**config.mk**
```make
export PLATFORM = sky130hd
export DESIGN_NAME = segx_classify
export DESIGN_NICKNAME = d
export VERILOG_FILES = /design/src/design/segx_pkg.sv /design/src/design/segx_classify.sv
export SDC_FILE = /design/constraint.sdc
export NUM_CORES = 2
export LEC_CHECK = 0
export BUFFER_PORTS_ARGS = -buffer_cell sky130_fd_sc_hd__buf_4
export CELL_PAD_IN_SITES_DETAIL_PLACEMENT = 0
export CELL_PAD_IN_SITES_GLOBAL_PLACEMENT = 2
export CORE_ASPECT_RATIO = 1.75
export CORE_UTILIZATION = 43
export DETAILED_ROUTE_END_ITERATION = 8
export GPL_TIMING_DRIVEN = 0
export PLACE_DENSITY = 0.85
export SYNTH_ARGS = -nofsm -noshare
export SYNTH_HDL_FRONTEND = slang
export SYNTH_SLANG_ARGS = --single-unit
```
**constraint.sdc**
```tcl
create_clock -name clk -period 13.49 [get_ports clk]
set_input_delay 1.349 -clock clk [delete_from_list [all_inputs] [get_ports clk]]
set_output_delay 1.349 -clock clk [all_outputs]
set_load 0.01 [all_outputs]
```
**src/design/segx_pkg.sv**
```systemverilog
package segx_pkg;

    localparam int FIELD_W = 16;              // coordinate field width
    localparam int DIFF_W  = FIELD_W + 1;     // point differences
    localparam int PROD_W  = 2 * DIFF_W;      // one cross product term
    localparam int SUM_W   = PROD_W + 1;      // det, tn, un
    localparam int MAG_W   = SUM_W - 1;       // |det|, |tn|
    localparam int Q_W     = FIELD_W;         // quotient magnitude bits
    localparam int NUM_W   = MAG_W + Q_W;     // |tn| * |axis delta|
    localparam int THR_W   = 16;

    typedef logic signed [FIELD_W-1:0] coord_t;
    typedef logic signed [DIFF_W-1:0]  diff_t;
    typedef logic signed [PROD_W-1:0]  prod_t;
    typedef logic signed [SUM_W-1:0]   sum_t;
    typedef logic [MAG_W-1:0]          mag_t;
    typedef logic [NUM_W-1:0]          num_t;

    // Cramer terms and what the later stages still need
    typedef struct packed {
        logic   valid;
        sum_t   det;
        sum_t   tn;
        sum_t   un;
        diff_t  d1x;
        diff_t  d1y;
        coord_t ax0;
        coord_t ay0;
    } cramer_t;

    // one word in flight through the divider, one axis
    typedef struct packed {
        logic           valid;
        logic           hit;
        logic           neg;
        num_t           rem;
        mag_t           den;
        coord_t         base;
        logic [Q_W-1:0] q;
    } div_t;

    function automatic mag_t mag_of(input sum_t v);
        sum_t n;
        n = v[SUM_W-1] ? -v : v;
        return n[MAG_W-1:0];
    endfunction

    function automatic logic [Q_W-1:0] diff_mag(input diff_t v);
        diff_t n;
        n = v[DIFF_W-1] ? -v : v;
        return n[Q_W-1:0];
    endfunction

endpackage

```
**src/design/segx_classify.sv**
```systemverilog
module segx_classify
    import segx_pkg::*;
(
    input  logic             clk,
    input  logic             rst_n,
    input  logic             en,
    input  logic [THR_W-1:0] threshold,
    input  cramer_t          cr,
    output div_t             div_x,
    output div_t             div_y
);

    // stage 4: parallel and interior tests
    logic           s4_valid_reg, s4_hit_reg;
    logic           negx_reg, negy_reg;
    mag_t           det_mag_reg, tn_mag_reg;
    logic [Q_W-1:0] mx_reg, my_reg;
    coord_t         s4_ax0_reg, s4_ay0_reg;

    logic det_pos, det_nz, t_in, u_in, par, hit_next;
    mag_t det_mag;

    always_comb
    begin
        det_nz  = (cr.det != '0);
        det_pos = !cr.det[SUM_W-1] && det_nz;
        det_mag = mag_of(cr.det);
        par     = (det_mag <= MAG_W'(threshold));
        if (det_pos)
        begin
            t_in = (cr.tn > 0) && (cr.tn < cr.det);
            u_in = (cr.un > 0) && (cr.un < cr.det);
        end
        else
        begin
            t_in = (cr.tn < 0) && (cr.tn > cr.det);
            u_in = (cr.un < 0) && (cr.un > cr.det);
        end
        hit_next = det_nz && !par && t_in && u_in;
    end

    always_ff @(posedge clk or negedge rst_n)
    begin
        if (!rst_n)
        begin
            s4_valid_reg <= 1'b0;
        end
        else if (en)
        begin
            s4_valid_reg <= cr.valid;
        end
    end

    // end minus start is -d1, so its sign flips
    always_ff @(posedge clk)
    begin
        if (en)
        begin
            s4_hit_reg  <= hit_next;
            det_mag_reg <= det_mag;
            tn_mag_reg  <= mag_of(cr.tn);
            negx_reg    <= cr.tn[SUM_W-1] ^ cr.det[SUM_W-1] ^ (cr.d1x > 0);
            negy_reg    <= cr.tn[SUM_W-1] ^ cr.det[SUM_W-1] ^ (cr.d1y > 0);
            mx_reg      <= diff_mag(cr.d1x);
            my_reg      <= diff_mag(cr.d1y);
            s4_ax0_reg  <= cr.ax0;
            s4_ay0_reg  <= cr.ay0;
        end
    end

    // stage 5: dividend magnitudes, zeroed on a miss
    div_t dx_reg, dy_reg, dx_next, dy_next;

    always_comb
    begin
        dx_next.valid = s4_valid_reg;
        dx_next.hit   = s4_hit_reg;
        dx_next.neg   = negx_reg;
        dx_next.rem   = s4_hit_reg ? NUM_W'(tn_mag_reg) * NUM_W'(mx_reg) : '0;
        dx_next.den   = det_mag_reg;
        dx_next.base  = s4_ax0_reg;
        dx_next.q     = '0;
        dy_next.valid = s4_valid_reg;
        dy_next.hit   = s4_hit_reg;
        dy_next.neg   = negy_reg;
        dy_next.rem   = s4_hit_reg ? NUM_W'(tn_mag_reg) * NUM_W'(my_reg) : '0;
        dy_next.den   = det_mag_reg;
        dy_next.base  = s4_ay0_reg;
        dy_next.q     = '0;
    end

    always_ff @(posedge clk or negedge rst_n)
    begin
        if (!rst_n)
        begin
            dx_reg.valid <= 1'b0;
            dy_reg.valid <= 1'b0;
        end
        else if (en)
        begin
            dx_reg <= dx_next;
            dy_reg <= dy_next;
        end
    end

    assign div_x = dx_reg;
    assign div_y = dy_reg;

endmodule

```
==> impl_metrics.py <==
metrics = {
    "timing": {
        "max_freq_mhz": 116.6,
        "rsz0062_at_grt": "false",
        "skew_ns": 0.03641,
        "finalHoldViolCount": 0,
        "slew_violations": 0,
        "finalCritPeriodShare_pct": 63.57,
        "worst_slew_pin_slew_ns": 1.274,
        "setup_viol": 0,
        "whs_ns": 0.3946,
        "relSlewSlack_pct": 14.31,
        "period_needed_ns": 8.575,
        "setup-tns-final_ns": 0,
    },
    "yosys": {
        "ys_seq_area_share_pct": 18.86,
        "yosysTopAreaCell": "fa_1",
        "post_synth.cell_area_avg_um2": 9.585,
        "synth.most_common_cell": "inv_1",
        "synth-seq-cells": 306,
        "ys_types": 68,
        "synth_edf_count": 304,
        "syn_area_um2": 48670,
        "synth_area_leaders": "fa_1 37%, edfxtp_1 19%, ha_1 8.6%, inv_1 7.7%, and2_1 6.0%",
        "yosysWarningCount": 0,
        "ys_top_cells_by_count": "1001 x inv_1, 892 x fa_1, 760 x nand2_1",
        "yosys.area.top_type_share_pct": 36.69,
        "synthCells": 5078,
        "ys_async_sr_fraction_pct": 0.6536,
        "ys.flop_type": "edfxtp_1",
    },
    "critical_path": {
        "path_max_fanout": 10,
        "cpLargestDelayFamily": "adder cells",
        "startpoint_type": "register",
        "crit_buf_inv": 7,
        "setup.worst_path.end_class": "register",
        "critPathMaxStageDelay_ns": 0.78,
        "crit_top_cell": "fa_1",
        "crit_arrival_ns": 8.89,
        "critPathKind": "reg -> reg",
        "worst_path_max_delay_cell": "a221oi_1",
        "required_ns": 13.81,
        "path_cells": "clkbuf_1 > clkbuf_1 > nand2_1 > fa_1 > inv_1 > fa_1 > inv_1 > fa_1 > inv_1 > fa_1 > fa_1 > inv_1 > fa_1 > inv_1 > ha_1 > nand4_1 > a21oi_1 > a221oi_1 > o211ai_1 > a211oi_1 > o21ai_0 > mux2i_1 > o21ai_0",
    },
    "clock_network": {
        "cts_sinks": 306,
        "cts_tree": "done",
        "clock_latency_ns": 0.63,
        "cts_hold_buf": 0,
        "cts-root-buf": "clkbuf_16",
        "clockBufferDepth": 3,
        "numCtsBuffers": 35,
        "clk_pin_slew_ns": 0.07,
        "post-cts-setup-buffer-count": 0,
        "cts_max_level": 2,
        "cts_resized": 0,
    },
    "finish": {
        "syn2layout_area_growth_pct": 12.72,
        "largest_reg_flops": 103,
        "final_area_um2": 54870,
        "drive_gt1_share_pct": 9.892,
        "final_nets": 6961,
        "fillerInstances": 10990,
    },
    "placed_design": {
        "globalplace.congestion": 0.9807,
        "postPlaceCellArea_um2": 53700,
        "port-buffer-count": 395,
        "dp_hpwl_um": 146300,
    },
    "floorplan": {
        "start_util_pct": 43.50,
        "die_y_um": 447.1,
        "die-area_um2": 114600,
        "std_cell_rows": 162,
        "ios": 429,
        "die_x_um": 256.3,
        "coreArea_um2": 111900,
    },
    "run": {
        "cap_violations": 0,
    },
    "route": {
        "drtPass1Iterations": 5,
        "dr_total_vias": 37520,
        "post_drt_via_cell_ratio": 5.322,
        "wl_per_cell_um": 24.44,
        "ant_nets": 0,
        "drc": 0,
        "totalWireLength_um": 172300,
        "drt-initial-drc-count": 1805,
    },
    "global_route": {
        "grt_max_degree": 76,
        "grt_pass1_vias": 41080,
        "antenna_found_initial": 7,
        "grt-ovfl-total": 0,
        "grt_pass1_wl_um": 253400,
        "grt_usage_pct": 30.64,
    },
    "min_path": {
        "hold_path.class": "reg -> reg",
    },
    "run_status": {
        "status": "finished, final reports clean",
    },
}
[cell usage in the layout (no fill, tap or decap), types with 6 or more instances in the layout]
cell type,count
inv_1,1001
fa_1,892
nand2_1,760
and2_1,466
buf_4,462
ha_1,334
edfxtp_1,304
clkbuf_1,244
a21oi_1,133
xnor2_1,131
nor2_1,130
o21ai_0,113
a21o_1,74
nand4_1,45
xor2_1,36
clkbuf_16,36
conb_1,32
o31ai_1,26
nor3_1,24
nand3_1,24
nor4_1,22
nand2b_1,22
o21a_1,17
and3_1,15
nor2b_1,15
o21bai_1,14
o41ai_1,13
a31oi_1,12
or4_1,11
or3_1,11
a211oi_1,11
o211ai_1,9
o221ai_1,7
mux2i_1,7
or2_2,6
nor3b_1,6
clkinv_2,6
[layout make-up]
type                            instances  area [um^2]  share of cell area, %
Clock buffer                           42        923.4                  1.683
Antenna cell                            4        10.01                0.01824
Inverter                             1001         3757                  6.848
Clock inverter                         21        236.5                 0.4310
Sequential cell                       306         9179                  16.73
Buffer                                313         1438                  2.620
Multi-Input combinational cell       3489        34430                  62.74
Tap cell                             1476         1847                  3.366
Timing Repair Buffer                  398         3052                  5.562
[cells by family after synthesis]
family	Yosys count	synth area share, %
AOI/OAI and AO/OA	476	6.246
xor gates and xnor gates	167	3.005
adders and majority gates	1226	45.27
buffers and inverters	1314	10.66
DFF	306	18.86
muxes	9	0.1902
other	1	0.007704
and+or+nand+nor	1579	15.76
[path summary, 6_finish.rpt]
| path | startpoint | endpoint | slack, ns | cells after the start |
|---|---|---|---|---|
| setup / recovery | mx_reg[7] | div_x[115] | 4.91 | 23 |
| hold / removal | s4_ax0_reg[13] | div_x[29] | 0.39 | 0 |
| setup reg to reg | mx_reg[7] | div_x[115] | 4.91 | 23 |
| hold reg to reg | s4_ax0_reg[13] | div_x[29] | 0.39 | 0 |
| max in group asynchronous | rst_n | div_x[118] | 12.88 | 1 |
| min in group asynchronous | rst_n | s4_valid_reg | 0.52 | 1 |
[per-layer routing]
metal | GRT usage (%) | routed length, um | up-vias
met3 | 5.550 | 10020 | 615
met1 | 28.49 | 52990 | 18960
met4 | 28.15 | 18700 | 2
met2 | 56.39 | 90540 | 1466
li1 | - | - | 16480
met5 | 0 | 13 | -
[stage by stage]
step	setup WS (ns)	instances	util (%)
3_5_place_dp	4.984	6983	47.99
5_1_grt	4.390	7047	49.03
2_1_floorplan	7.131	5109	-
4_1_cts	4.872	7046	49.03
3_3_place_gp	3.965	6980	47.91
6_report	4.915	7050	49.04
[worst reg2reg max path: cells and delay by family, from the launching register on]
kind / cells / cell delay [ns]
mux: 1 / 0.21
flops: 1 / 0.34
simple gates: 2 / 0.29
compound gates: 6 / 2.35
buf+inv: 7 / 1.52
fa+ha+maj: 7 / 3.53
Power is left out: the tool's default activity adds up to more than one toggle a clock period on the data nets, which glitch-free logic cannot reach.
